File: src/sv/fjpt_pkg.sv
`timescale 1ns / 1ps
// ---------------------------------------------------------------------------
// fjpt_pkg: shared types and constants of the flat JSON pair tokenizer
// Beat types of both channels, the queue entry, character codes and pair types.
// ---------------------------------------------------------------------------
package fjpt_pkg;

	localparam int unsigned MAX_PAIRS_DEF   = 32;
	localparam int unsigned KEY_BYTES_DEF   = 64;
	localparam int unsigned VALUE_BYTES_DEF = 512;
	localparam int unsigned QUEUE_DEPTH     = 4;

	// character codes
	localparam logic [7:0] CH_TAB    = 8'h09;
	localparam logic [7:0] CH_LF     = 8'h0a;
	localparam logic [7:0] CH_CR     = 8'h0d;
	localparam logic [7:0] CH_SPACE  = 8'h20;
	localparam logic [7:0] CH_QUOTE  = 8'h22;
	localparam logic [7:0] CH_COMMA  = 8'h2c;
	localparam logic [7:0] CH_MINUS  = 8'h2d;
	localparam logic [7:0] CH_DOT    = 8'h2e;
	localparam logic [7:0] CH_ZERO   = 8'h30;
	localparam logic [7:0] CH_ONE    = 8'h31;
	localparam logic [7:0] CH_NINE   = 8'h39;
	localparam logic [7:0] CH_COLON  = 8'h3a;
	localparam logic [7:0] CH_A      = 8'h61;
	localparam logic [7:0] CH_E      = 8'h65;
	localparam logic [7:0] CH_F      = 8'h66;
	localparam logic [7:0] CH_L      = 8'h6c;
	localparam logic [7:0] CH_R      = 8'h72;
	localparam logic [7:0] CH_S      = 8'h73;
	localparam logic [7:0] CH_T      = 8'h74;
	localparam logic [7:0] CH_U      = 8'h75;
	localparam logic [7:0] CH_LBRACE = 8'h7b;
	localparam logic [7:0] CH_RBRACE = 8'h7d;

	// pair types
	localparam logic [1:0] TYPE_STRING = 2'd0;
	localparam logic [1:0] TYPE_NUMBER = 2'd1;
	localparam logic [1:0] TYPE_BOOL   = 2'd2;

	typedef struct packed {
		logic [7:0] in_byte;
		logic       end_mark;
	} text_t;

	typedef struct packed {
		logic       key_char_valid;
		logic       value_char_valid;
		logic [7:0] char_out;
		logic       pair_end;
		logic [1:0] pair_type;
		logic [4:0] pair_index;
		logic       parse_end;
		logic       parse_ok;
		logic [5:0] pair_total;
	} token_t;

	// character classes found by the front end
	typedef struct packed {
		logic blank;
		logic sp_tab;
		logic quote;
		logic colon;
		logic comma;
		logic lbrace;
		logic rbrace;
		logic num;
		logic lit_t;
		logic lit_f;
	} char_class_t;

	typedef struct packed {
		text_t       text;
		char_class_t cls;
	} entry_t;

	// expected character of the true / false literal at a position
	function automatic logic [7:0] lit_char(input logic is_false, input logic [2:0] pos);
		logic [7:0] c;
		c = CH_E;
		if (is_false) begin
			case (pos)
				3'd0:    c = CH_F;
				3'd1:    c = CH_A;
				3'd2:    c = CH_L;
				3'd3:    c = CH_S;
				default: c = CH_E;
			endcase
		end else begin
			case (pos)
				3'd0:    c = CH_T;
				3'd1:    c = CH_R;
				3'd2:    c = CH_U;
				default: c = CH_E;
			endcase
		end
		return c;
	endfunction

endpackage

File: src/sv/fjpt_front.sv
`timescale 1ns / 1ps
// ---------------------------------------------------------------------------
// fjpt_front: input stage of the tokenizer
// Accepts text beats, classifies the character and registers it for the queue.
// ---------------------------------------------------------------------------
module fjpt_front (
	input  logic            clk,
	input  logic            arst_n,
	input  logic            text_valid,
	output logic            text_stall,
	input  fjpt_pkg::text_t text_data,
	input  logic            queue_full,
	output logic            push,
	output fjpt_pkg::entry_t push_entry
);
	import fjpt_pkg::*;

	logic        valid_s1;
	entry_t      entry_s1;
	char_class_t cls;
	logic        accept;

	// classify the incoming character
	always_comb begin
		cls        = '0;
		cls.blank  = text_data.in_byte inside {CH_SPACE, CH_TAB, CH_LF, CH_CR};
		cls.sp_tab = text_data.in_byte inside {CH_SPACE, CH_TAB};
		cls.quote  = (text_data.in_byte == CH_QUOTE);
		cls.colon  = (text_data.in_byte == CH_COLON);
		cls.comma  = (text_data.in_byte == CH_COMMA);
		cls.lbrace = (text_data.in_byte == CH_LBRACE);
		cls.rbrace = (text_data.in_byte == CH_RBRACE);
		cls.num    = text_data.in_byte inside {[CH_ZERO:CH_NINE], CH_MINUS, CH_DOT};
		cls.lit_t  = (text_data.in_byte == CH_T);
		cls.lit_f  = (text_data.in_byte == CH_F);
	end

	// hold the stage while the queue is full
	assign push       = valid_s1 && !queue_full;
	assign text_stall = valid_s1 && queue_full;
	assign accept     = text_valid && !text_stall;
	assign push_entry = entry_s1;

	// advance the stage
	always_ff @(posedge clk or negedge arst_n) begin
		if (!arst_n) begin
			valid_s1 <= 1'b0;
		end else if (accept) begin
			valid_s1 <= 1'b1;
		end else if (push) begin
			valid_s1 <= 1'b0;
		end
	end

	always_ff @(posedge clk) begin
		if (accept) begin
			entry_s1.text <= text_data;
			entry_s1.cls  <= cls;
		end
	end

endmodule

File: src/sv/fjpt_queue.sv
`timescale 1ns / 1ps
// ---------------------------------------------------------------------------
// fjpt_queue: short queue between front end and parser
// Holds classified characters so either side can stall on its own.
// ---------------------------------------------------------------------------
module fjpt_queue (
	input  logic             clk,
	input  logic             arst_n,
	input  logic             push,
	input  fjpt_pkg::entry_t push_entry,
	output logic             full,
	input  logic             pop,
	output logic             avail,
	output fjpt_pkg::entry_t head
);
	import fjpt_pkg::*;

	localparam int unsigned PTR_W = $clog2(QUEUE_DEPTH);
	localparam int unsigned CNT_W = $clog2(QUEUE_DEPTH + 1);

	entry_t             store_q [QUEUE_DEPTH];
	logic [PTR_W-1:0]   wr_ptr_q;
	logic [PTR_W-1:0]   rd_ptr_q;
	logic [CNT_W-1:0]   count_q;

	assign full  = (count_q == CNT_W'(QUEUE_DEPTH));
	assign avail = (count_q != '0);
	assign head  = store_q[rd_ptr_q];

	// advance pointers and fill count
	always_ff @(posedge clk or negedge arst_n) begin
		if (!arst_n) begin
			wr_ptr_q <= '0;
			rd_ptr_q <= '0;
			count_q  <= '0;
		end else begin
			if (push) begin
				wr_ptr_q <= (wr_ptr_q == PTR_W'(QUEUE_DEPTH - 1)) ? '0 : wr_ptr_q + 1'b1;
			end
			if (pop) begin
				rd_ptr_q <= (rd_ptr_q == PTR_W'(QUEUE_DEPTH - 1)) ? '0 : rd_ptr_q + 1'b1;
			end
			if (push && !pop) begin
				count_q <= count_q + 1'b1;
			end else if (pop && !push) begin
				count_q <= count_q - 1'b1;
			end
		end
	end

	// write the entry
	always_ff @(posedge clk) begin
		if (push) begin
			store_q[wr_ptr_q] <= push_entry;
		end
	end

endmodule

File: src/sv/fjpt_back.sv
`timescale 1ns / 1ps
// ---------------------------------------------------------------------------
// fjpt_back: pair parser of the tokenizer
// Walks the JSON object one character per cycle unless stalled and registers the token beats.
// ---------------------------------------------------------------------------
module fjpt_back #(
	parameter int unsigned MAX_PAIRS   = fjpt_pkg::MAX_PAIRS_DEF,
	parameter int unsigned KEY_BYTES   = fjpt_pkg::KEY_BYTES_DEF,
	parameter int unsigned VALUE_BYTES = fjpt_pkg::VALUE_BYTES_DEF
) (
	input  logic             clk,
	input  logic             arst_n,
	input  logic             avail,
	input  fjpt_pkg::entry_t head,
	output logic             pop,
	output logic             token_valid,
	input  logic             token_stall,
	output fjpt_pkg::token_t token_data
);
	import fjpt_pkg::*;

	localparam int unsigned PW_RAW = $clog2(MAX_PAIRS + 1);
	localparam int unsigned PW     = (PW_RAW < 6) ? 6 : PW_RAW;
	localparam int unsigned KW     = $clog2(KEY_BYTES);
	localparam int unsigned VW     = $clog2(VALUE_BYTES);

	localparam logic [3:0] PH_LEAD      = 4'd0;
	localparam logic [3:0] PH_BETWEEN   = 4'd1;
	localparam logic [3:0] PH_KEY       = 4'd2;
	localparam logic [3:0] PH_COLON     = 4'd3;
	localparam logic [3:0] PH_PREVAL    = 4'd4;
	localparam logic [3:0] PH_STRING    = 4'd5;
	localparam logic [3:0] PH_NUMBER    = 4'd6;
	localparam logic [3:0] PH_LITERAL   = 4'd7;
	localparam logic [3:0] PH_SKIPDELIM = 4'd8;
	localparam logic [3:0] PH_DONE      = 4'd9;

	logic [3:0]    phase_q, phase_nxt;
	logic [KW-1:0] key_len_q, key_len_nxt;
	logic [VW-1:0] val_len_q, val_len_nxt;
	logic [PW-1:0] pairs_q, pairs_nxt;
	logic [2:0]    lit_pos_q, lit_pos_nxt;
	logic          lit_false_q, lit_false_nxt;

	logic          valid_q;
	token_t        token_q;
	token_t        res;
	logic          has_res;

	logic [PW-1:0] pairs_inc;
	logic          limit_hit;
	logic [KW:0]   key_inc;
	logic [VW:0]   val_inc;
	logic [VW-1:0] val_base;
	logic [2:0]    lit_pos_inc;
	logic [2:0]    lit_len;
	logic [3:0]    skip_phase;
	logic [3:0]    between_phase;
	logic          fin;
	logic [1:0]    fin_type;
	logic [7:0]    b;
	char_class_t   cls;

	assign b   = head.text.in_byte;
	assign cls = head.cls;

	// take a character when the result register is free or being drained
	assign pop         = avail && (!valid_q || !token_stall);
	assign token_valid = valid_q;
	assign token_data  = token_q;

	// shared counters and follow-on phases
	always_comb begin
		pairs_inc   = pairs_q + 1'b1;
		limit_hit   = (pairs_inc >= PW'(MAX_PAIRS));
		key_inc     = {1'b0, key_len_q} + 1'b1;
		val_base    = (phase_q == PH_PREVAL) ? '0 : val_len_q;
		val_inc     = {1'b0, val_base} + 1'b1;
		lit_pos_inc = lit_pos_q + 1'b1;
		lit_len     = lit_false_q ? 3'd5 : 3'd4;
		if (cls.comma) begin
			skip_phase = PH_BETWEEN;
		end else if (cls.rbrace) begin
			skip_phase = PH_DONE;
		end else begin
			skip_phase = PH_SKIPDELIM;
		end
		if (cls.blank || cls.comma) begin
			between_phase = PH_BETWEEN;
		end else if (cls.quote) begin
			between_phase = PH_KEY;
		end else begin
			between_phase = PH_DONE;
		end
	end

	// parse one character
	always_comb begin
		phase_nxt     = phase_q;
		key_len_nxt   = key_len_q;
		val_len_nxt   = val_len_q;
		lit_pos_nxt   = lit_pos_q;
		lit_false_nxt = lit_false_q;
		res           = '0;
		fin           = 1'b0;
		fin_type      = TYPE_STRING;

		if (head.text.end_mark) begin
			// close the text, recording a pair that was begun
			case (phase_q)
				PH_KEY, PH_COLON, PH_PREVAL, PH_NUMBER: begin
					fin      = 1'b1;
					fin_type = TYPE_NUMBER;
				end
				PH_STRING: begin
					fin      = 1'b1;
					fin_type = TYPE_STRING;
				end
				PH_LITERAL: begin
					fin      = 1'b1;
					fin_type = TYPE_BOOL;
				end
				default: begin
					fin = 1'b0;
				end
			endcase
			res.parse_end = 1'b1;
			res.parse_ok  = fin || (pairs_q != '0);
			phase_nxt     = PH_LEAD;
			key_len_nxt   = '0;
			val_len_nxt   = '0;
			lit_pos_nxt   = '0;
			lit_false_nxt = 1'b0;
		end else begin
			case (phase_q)
				PH_LEAD: begin
					if (!(cls.blank || cls.lbrace)) begin
						phase_nxt = between_phase;
						if (cls.quote) begin
							key_len_nxt = '0;
						end
					end
				end
				PH_BETWEEN: begin
					phase_nxt = between_phase;
					if (cls.quote) begin
						key_len_nxt = '0;
					end
				end
				PH_KEY: begin
					if (cls.quote) begin
						phase_nxt = PH_COLON;
					end else begin
						res.key_char_valid = 1'b1;
						res.char_out       = b;
						key_len_nxt        = key_inc[KW-1:0];
						if (key_inc >= (KW+1)'(KEY_BYTES - 1)) begin
							phase_nxt = PH_COLON;
						end
					end
				end
				PH_COLON: begin
					if (cls.colon) begin
						phase_nxt = PH_PREVAL;
					end
				end
				PH_PREVAL, PH_NUMBER: begin
					if (phase_q == PH_PREVAL && cls.sp_tab) begin
						phase_nxt = PH_PREVAL;
					end else if (phase_q == PH_PREVAL && cls.quote) begin
						phase_nxt   = PH_STRING;
						val_len_nxt = '0;
					end else if (phase_q == PH_PREVAL && (cls.lit_t || cls.lit_f)) begin
						phase_nxt     = PH_LITERAL;
						lit_false_nxt = cls.lit_f;
						lit_pos_nxt   = 3'd1;
					end else if (cls.num) begin
						// number character: emit, end at the length limit
						phase_nxt            = PH_NUMBER;
						res.value_char_valid = 1'b1;
						res.char_out         = b;
						val_len_nxt          = val_inc[VW-1:0];
						if (val_inc >= (VW+1)'(VALUE_BYTES - 1)) begin
							fin       = 1'b1;
							fin_type  = TYPE_NUMBER;
							phase_nxt = limit_hit ? PH_DONE : PH_SKIPDELIM;
						end
					end else begin
						// end of number; the byte takes part in the delimiter skip
						fin         = 1'b1;
						fin_type    = TYPE_NUMBER;
						val_len_nxt = val_base;
						phase_nxt   = limit_hit ? PH_DONE : skip_phase;
					end
				end
				PH_STRING: begin
					if (cls.quote) begin
						fin       = 1'b1;
						fin_type  = TYPE_STRING;
						phase_nxt = limit_hit ? PH_DONE : PH_SKIPDELIM;
					end else begin
						res.value_char_valid = 1'b1;
						res.char_out         = b;
						val_len_nxt          = val_inc[VW-1:0];
						if (val_inc >= (VW+1)'(VALUE_BYTES - 1)) begin
							fin       = 1'b1;
							fin_type  = TYPE_STRING;
							phase_nxt = limit_hit ? PH_DONE : PH_SKIPDELIM;
						end
					end
				end
				PH_LITERAL: begin
					fin_type = TYPE_BOOL;
					if (b == lit_char(lit_false_q, lit_pos_q)) begin
						lit_pos_nxt = lit_pos_inc;
						if (lit_pos_inc >= lit_len) begin
							res.value_char_valid = 1'b1;
							res.char_out         = lit_false_q ? CH_ZERO : CH_ONE;
							fin                  = 1'b1;
							phase_nxt            = limit_hit ? PH_DONE : PH_SKIPDELIM;
						end
					end else begin
						// unmatched literal gives an empty boolean
						fin       = 1'b1;
						phase_nxt = limit_hit ? PH_DONE : skip_phase;
					end
				end
				PH_SKIPDELIM: begin
					phase_nxt = skip_phase;
				end
				default: begin
					phase_nxt = PH_DONE;
				end
			endcase
		end

		pairs_nxt      = fin ? pairs_inc : pairs_q;
		res.pair_end   = fin;
		res.pair_type  = fin ? fin_type : TYPE_STRING;
		res.pair_index = pairs_q[4:0];
		res.pair_total = pairs_nxt[5:0];
		has_res        = head.text.end_mark || res.key_char_valid || res.value_char_valid || fin;
		if (head.text.end_mark) begin
			pairs_nxt = '0;
		end
	end

	// update parser state
	always_ff @(posedge clk or negedge arst_n) begin
		if (!arst_n) begin
			phase_q     <= PH_LEAD;
			key_len_q   <= '0;
			val_len_q   <= '0;
			pairs_q     <= '0;
			lit_pos_q   <= '0;
			lit_false_q <= 1'b0;
		end else if (pop) begin
			phase_q     <= phase_nxt;
			key_len_q   <= key_len_nxt;
			val_len_q   <= val_len_nxt;
			pairs_q     <= pairs_nxt;
			lit_pos_q   <= lit_pos_nxt;
			lit_false_q <= lit_false_nxt;
		end
	end

	// hold the result beat until taken
	always_ff @(posedge clk or negedge arst_n) begin
		if (!arst_n) begin
			valid_q <= 1'b0;
		end else if (pop && has_res) begin
			valid_q <= 1'b1;
		end else if (!token_stall) begin
			valid_q <= 1'b0;
		end
	end

	always_ff @(posedge clk) begin
		if (pop && has_res) begin
			token_q <= res;
		end
	end

endmodule

File: src/sv/flat_json_pair_tokenizer_unit.sv
`timescale 1ns / 1ps
// ---------------------------------------------------------------------------
// flat_json_pair_tokenizer_unit: flat JSON object tokenizer
// Streams key and value characters, pair ends with type and index, and an
// end beat with the parse status.
// ---------------------------------------------------------------------------
// Channel | Direction | Beat
// text    | sink      | one character of the object, or the end mark
// token   | source    | key or value character, pair end, and/or parse end
//
// Sustains one text beat per cycle while the token channel does not stall; each beat gives zero or one token beat.
// A beat passes through the front register, the queue and the result register.
// The parser state machine sets the rate, handling one character per cycle while the token channel does not stall.
// Reset returns the parser to the leading blank skip; the end beat does too.
// A token stall fills the four-entry queue, then the text channel stalls.
// ---------------------------------------------------------------------------
module flat_json_pair_tokenizer_unit #(
	parameter int unsigned MAX_PAIRS   = fjpt_pkg::MAX_PAIRS_DEF,
	parameter int unsigned KEY_BYTES   = fjpt_pkg::KEY_BYTES_DEF,
	parameter int unsigned VALUE_BYTES = fjpt_pkg::VALUE_BYTES_DEF
) (
	input  logic             clk,
	input  logic             arst_n,
	input  logic             text_valid,
	output logic             text_stall,
	input  fjpt_pkg::text_t  text_data,
	output logic             token_valid,
	input  logic             token_stall,
	output fjpt_pkg::token_t token_data
);
	import fjpt_pkg::*;

	logic   push;
	entry_t push_entry;
	logic   queue_full;
	logic   pop;
	logic   avail;
	entry_t head;

	fjpt_front u_front (
		.clk        (clk),
		.arst_n     (arst_n),
		.text_valid (text_valid),
		.text_stall (text_stall),
		.text_data  (text_data),
		.queue_full (queue_full),
		.push       (push),
		.push_entry (push_entry)
	);

	fjpt_queue u_queue (
		.clk        (clk),
		.arst_n     (arst_n),
		.push       (push),
		.push_entry (push_entry),
		.full       (queue_full),
		.pop        (pop),
		.avail      (avail),
		.head       (head)
	);

	fjpt_back #(
		.MAX_PAIRS   (MAX_PAIRS),
		.KEY_BYTES   (KEY_BYTES),
		.VALUE_BYTES (VALUE_BYTES)
	) u_back (
		.clk         (clk),
		.arst_n      (arst_n),
		.avail       (avail),
		.head        (head),
		.pop         (pop),
		.token_valid (token_valid),
		.token_stall (token_stall),
		.token_data  (token_data)
	);

endmodule

File: config.mk
export PLATFORM = sky130hd
export DESIGN_NAME = flat_json_pair_tokenizer_unit
export DESIGN_NICKNAME = d
export VERILOG_FILES = /design/src/sv/fjpt_pkg.sv /design/src/sv/fjpt_front.sv /design/src/sv/fjpt_queue.sv /design/src/sv/fjpt_back.sv /design/src/sv/flat_json_pair_tokenizer_unit.sv
export SDC_FILE = /design/constraint.sdc
export NUM_CORES = 1
export LEC_CHECK = 0
export BUFFER_PORTS_ARGS = -buffer_cell sky130_fd_sc_hd__buf_2
export CAP_MARGIN = 15
export CORE_ASPECT_RATIO = 0.7
export CORE_MARGIN = 10
export CORE_UTILIZATION = 54
export CTS_CLUSTER_SIZE = 16
export DETAILED_ROUTE_END_ITERATION = 8
export PLACE_DENSITY = 0.7
export SLEW_MARGIN = 15
export SYNTH_ARGS = -nofsm -noshare
export SYNTH_HDL_FRONTEND = slang
export SYNTH_HIERARCHICAL = 1
export SYNTH_SLANG_ARGS = --single-unit
File: constraint.sdc
create_clock -name clk -period 5.2 [get_ports clk]
set_input_delay 0.26 -clock clk [delete_from_list [all_inputs] [get_ports clk]]
set_output_delay 0.26 -clock clk [all_outputs]
set_load 0.005 [all_outputs]
### After elaboration in Yosys (flattened, before gate mapping)

Memory sizes are Yosys's and may differ from the RTL's.
Cells that the tools add are included.

* register bits: 83
* input port bits: 13
* bits in read-only memories: 0
* word-level logic and storage cells: 235
* memories: 1
* bits in latches: 0
* bits in writable memories: 76
* output and inout bits: 28

* divide/modulo/power cells: 0
* shifts and indexed selects: 0
* multiply operators: 0
* reduce and logical (&&, ||, !) cells: 47
* magnitude comparators: 6
* eq/ne operators: 43
* $add $sub $neg: 8
* bitwise logic cells: 0
* multiplexer cells: 98

Memories
* u_queue.store_q: words 4, bits a word 19, read ports 1, clocked after Yosys merged registers in 0, wr ports 1, RTL line fjpt_queue.sv:21 `entry_t store_q [QUEUE_DEPTH];`

Operators with widths (count)
* two-way mux 9 bit: 14
* two-way mux 4 bit: 18
* equality test 8 x 6 -> 1 bit (second input constant): 6
* two-way mux 6 bit: 6
* equality test 8 x 7 -> 1 bit (second input constant): 4
* two-way mux 8 bit: 4
* case mux 4 bit (8 select lines): 1
* case mux 8 bit (4 select lines): 1
* two-way mux 1 bit: 29
* equality test 8 x 4 -> 1 bit (second input constant): 3
* two-way mux 3 bit: 7
* case mux 5 bit (4 select lines): 1
* inequality test 3 x 2 -> 1 bit (second input constant): 6
* case mux 6 bit (3 select lines): 1
* case mux 9 bit (2 select lines): 1
* equality test 4 x 3 -> 1 bit (second input constant): 4
* two-way mux 2 bit: 8
* case mux 5 bit (3 select lines): 1
* inequality test 4 x 2 -> 1 bit (second input constant): 3
* AND reduction 6 bit: 2
* nonzero test 3 bit: 4
* logical AND 1 bit: 11
* adder 9 x 1 -> 10 bit (second input constant): 1
* greater-or-equal comparator 10 x 9 -> 1 bit (second input constant): 1
* other kinds (37): 65

### Logic depth before layout (Yosys ltp)

* word-level depth: 14
* depth in mapped cells: 14
* depth with buffers taken out: 13

### Hierarchy

The synthesis kept the hierarchy.

Modules (own cells, without submodules)
* fjpt_back: instances 1, cells each 399, seq. area each 1531.5 µm², area each 3616.0 µm²
* fjpt_queue: instances 1, cells each 136, seq. area each 2457.4 µm², area each 3156.8 µm²
* fjpt_front: instances 1, cells each 58, seq. area each 595.6 µm², area each 839.6 µm²

### Worst setup path before layout

No wires, ideal clock.

* path type: reg-to-reg
* start point: register u_back.phase_q[0]
* end point: register u_back.token_q, in the netlist u_back/token_data[0] (enable)
* arrival: 4.358 ns
* library setup time: 0.425 ns
* required time: 4.775 ns
* path slack: 0.418 ns
* stages on the path, launching flop included: 11
* period minus slack after synthesis: 4.782 ns
* buffers on the path: 1
* path through: dfrtp_1 nor4b_1 nor2b_1 ha_1 or4b_2 nand3_1 a21oi_2 a211oi_2 a211oi_2 buf_6 a31oi_1

* cells in the longest elaborated chain, start to end: 13
* elaborated cells on any way between the ends: 34
* those cells by class: 1 x add/sub; 1 x order compare; 6 x eq/ne; 17 x mux; 9 x reduce/logical

Ends and longest elaborated chain
* start: declaration: RTL line fjpt_back.sv:38 `logic [3:0] phase_q, phase_nxt;`
* start signal: assignment: RTL line fjpt_back.sv:258 `phase_q <= phase_nxt;`
* equality test 4 x 3 -> 1 bit
* two-way mux 9 bit: RTL line fjpt_back.sv:77 `val_base = (phase_q == PH_PREVAL) ? '0 : val_len_q;`
* adder 9 x 1 -> 10 bit: RTL line fjpt_back.sv:78 `val_inc = {1'b0, val_base} + 1'b1;`
* greater-or-equal comparator 10 x 9 -> 1 bit: RTL line fjpt_back.sv:183, fjpt_back.sv:205
* two-way mux 1 bit: RTL line fjpt_back.sv:183, fjpt_back.sv:205
* two-way mux 1 bit: RTL line fjpt_back.sv:177 `end else if (cls.num) begin`
* two-way mux 1 bit: RTL line fjpt_back.sv:173 `end else if (phase_q == PH_PREVAL && (cls.lit_t || cls.lit_f)) begin`
* two-way mux 1 bit: RTL line fjpt_back.sv:170 `end else if (phase_q == PH_PREVAL && cls.quote) begin`
* two-way mux 1 bit: RTL line fjpt_back.sv:168 `if (phase_q == PH_PREVAL && cls.sp_tab) begin`
* case mux 1 bit (3 select lines): RTL line fjpt_back.sv:135 `case (phase_q)`
* two-way mux 1 bit: RTL line fjpt_back.sv:108 `if (head.text.end_mark) begin`
* logical OR 1 bit *: RTL line fjpt_back.sv:242 `has_res = head.text.end_mark || res.key_char_valid || res.value_char_valid || fin;`
* logical AND 1 bit *: RTL line fjpt_back.sv:279 `if (pop && has_res) begin`
* end signal: assignment: RTL line fjpt_back.sv:280 `token_q <= res;`
* end: declaration: RTL line fjpt_back.sv:46 `token_t token_q;`

Mark *: on every way between the ends. The rest lies on a longest branch, timed or not. The select of a mux whose other input is x is not followed.
A chain may end at the register's enable or synchronous reset.

==> impl_metrics.tcl <==
set metrics [dict create \
    port_buffers 40 \
    hold_class "in -> reg" \
    synth_top_area_share_pct 47.7 \
    grt_first_pass_wirelength_um 27100 \
    wl_met2_um 7660 \
    min_delay_path_depth 2 \
    cts_made_buffers 17 \
    finalWirelength_um 16700 \
    die-area_um2 19300 \
    highest_layer "met4" \
    dr.pass1.iters 7 \
    antenna_found_initial 0 \
    design.core.area_um2 13900 \
    critical_path_class "reg -> reg" \
    path_clk_slew_ns 0.07 \
    synth_cells 593 \
    track_usage_pct 17.6 \
    drive_above_1_share_pct 19.0 \
    synth-edff-count 121 \
    slowest_delay_ns 0.63 \
    drtIter0Drc 442 \
    critical_path_required_ns 5.37 \
    wl_met1_um 7740 \
    startpoint_type "flip-flop" \
    ant_nets 0 \
    die_h_um 119 \
    clockBufferDepth 2 \
    post_cts_buffers 0 \
    cpLargestDelayFamily "compound AO/OA/AOI/OAI gates" \
    min_period_ns 4.20 \
    path_max_fanout 16 \
    rsz0062_at_grt "no" \
    synthArstFlopShare_pct 23.9 \
    drc 0 \
    yosysTopAreaCell "edfxtp_1" \
    postSynthAreaPerCell_um2 12.8 \
    die_width_um 162 \
    crit_path_end_kind "flip-flop" \
    grt_start_max_net_pins 39 \
    cellPowerDensity_nw_per_um2 576 \
    vias 5114 \
    tritoncts "yes" \
    synth_common_cells "121 x edfxtp_1, 49 x nor2_1, 43 x nand2_1" \
    synth_fp_nets 625 \
    status "finished clean" \
    tightestPinTransition_ns 1.02 \
    grt_pass1_vias 5098 \
    critPathBufInv 3 \
    place_inst 810 \
    ys_ff_latch 159 \
    syn_area_um2 7610 \
    final_cells 843 \
    antenna_cells 0 \
    path_cells "inv_1 -> nand3_1 -> nand2_1 -> inv_1 -> ha_1 -> nand3_1 -> or3_4 -> a2111oi_4 -> a21oi_2 -> a211oi_2 -> a211oi_2 -> buf_4 -> a21oi_2 -> mux2_2" \
    r2r-start "u_back/phase_q[1]" \
    min_from "text_valid" \
    viasPerCell 6.07 \
    reg2reg_depth 14 \
    ys.flop_type "edfxtp_1" \
    area_growth_pct 12.8 \
    finalCritPeriodShare_pct 80.8 \
    ir_drop_mv 0.357 \
    drv_slew 0 \
    crit_path_top_delay_cell "dfrtp_1" \
    wl_per_cell_um 19.9 \
    overflow 0 \
    ys_warn_count 6 \
    yosys.cell_count.top_type "edfxtp_1" \
    setup_violations 0 \
    cts.sinks 159 \
    hold_end "u_front/valid_s1" \
    fin_setup_tns_ns 0 \
    hold_buffers 2 \
    hold_violations 0 \
    ys_types 70 \
    met3RoutedLength_um 1190 \
    cts_htree_levels 4 \
    synth_area_leaders "edfxtp_1 48%, dfrtp_1 12%, mux4_2 5.3%, ha_1 3.0%, o21ai_0 2.5%" \
    num_rows 36 \
    ys_seq_area_share_pct 60.2 \
    fin_skew_ns 0.0101 \
    gp_congestion 0.946 \
    maxCapViolations 0 \
    fmax_ghz 0.238 \
    cts_resized 0 \
    pin_count 41 \
    p_leak_nw 3.15 \
    max_slew_margin_pct 31.8 \
    timing.rr.end "u_back/token_data[1]" \
    nNetsFinal 673 \
    clock_latency_ns 0.42 \
    r2r_slack_ns 1.00 \
    crit_arrival_ns 4.37 \
    root_buffer "clkbuf_16" \
    hpwlAfterDp_um 11800 \
    crit_start "u_back/phase_q[1]" \
    start_util_pct 54.9 \
]
==> layer usage <==
layer | track usage, % | vias to the layer above
met3 | 5.02 | 17
li1 | - | 2364
met4 | 4.76 | 0
met2 | 26.6 | 214
met1 | 24.6 | 2519
met5 | 0 | -
==> power breakdown <==
| part | switching (mW) | internal [mW] | total, mW | leakage, nW |
|---|---|---|---|---|
| registers | 0.200 | 1.79 | 1.99 | 1.65 |
| clock network | 0.519 | 0.667 | 1.19 | 0.261 |
| logic | 1.11 | 0.663 | 1.77 | 1.24 |
==> cells in the final DEF (no fill, tap or decap), types with 8 or more instances in the layout <==
master,netlist,final
nor3_1,17,17
edfxtp_1,121,121
xor2_1,8,8
nand3_1,21,21
inv_1,25,25
buf_2,4,40
a21oi_1,19,19
nor2_1,49,49
buf_4,0,8
o21ai_0,38,38
and2_1,11,11
ha_1,18,18
nand2_1,43,43
mux2_2,8,8
dfrtp_1,38,38
mux4_2,18,18
a31oi_1,9,8
clkbuf_16,0,17
o31ai_1,8,8
==> per-stage QoR <==
step | hold slack [ns] | power [mW] | cell area (um^2) | setup WS [ns] | utilization, %
floorplan | -0.0356 | 3.20 | 7610 | 0.418 | -
global placement | 0.436 | 3.73 | 8010 | 1.26 | 57.7
detailed placement | 0.439 | 3.77 | 8010 | 1.10 | 57.7
CTS | 0.0257 | 4.97 | 8590 | 1.04 | 61.9
global route | 0.0315 | 5.24 | 8590 | 0.685 | 61.9
finish | 0.0371 | 4.95 | 8590 | 1.00 | 61.9
==> cells by family after synthesis <==
kind of cell / synth area share [%]
XOR/XNOR: 1.73
multiplexers: 7.25
buffers and inverters: 2.71
AO/OA/AOI/OAI: 11.2
flip-flops: 60.2
AND/OR/NAND/NOR: 13.6
adder cells (fa/ha/maj): 3.22
==> how the worst max path moves through the flow <==
stage | endpoint | slack [ns] | depth (start not counted)
after floorplan | u_back/token_data[0] | 0.42 | 10
after global placement | u_back/token_data[1] | 1.26 | 14
after detailed placement | u_back/token_data[1] | 1.10 | 14
after CTS | u_back/token_data[1] | 1.04 | 14
after global routing | u_back/token_data[1] | 0.69 | 14
final | u_back/token_data[1] | 1.00 | 14
==> state kept, by name, summed over array words and instances (netlist names), 3 cells and up <==
| signal | count |
|---|---|
| u_queue/store_q | 76 |
| u_back/token_data | 26 |
| u_front/push_entry | 19 |
| u_back/val_len_q | 9 |
| u_back/key_len_q | 6 |
| u_back/pairs_q | 6 |
| u_back/phase_q | 4 |
| u_back/lit_pos_q | 3 |
| u_queue/count_q | 3 |
==> cell type report <==
type,instances,area (um^2)
clock buffers,18,429
clock inverters,13,130
fillers,1093,5290
inverters,26,97.6
multi-input cells,387,2830
flip-flops and latches,159,4580
well taps,190,238
repair buffers,50,280
Note: power is estimated with default switching activity, not from simulation.
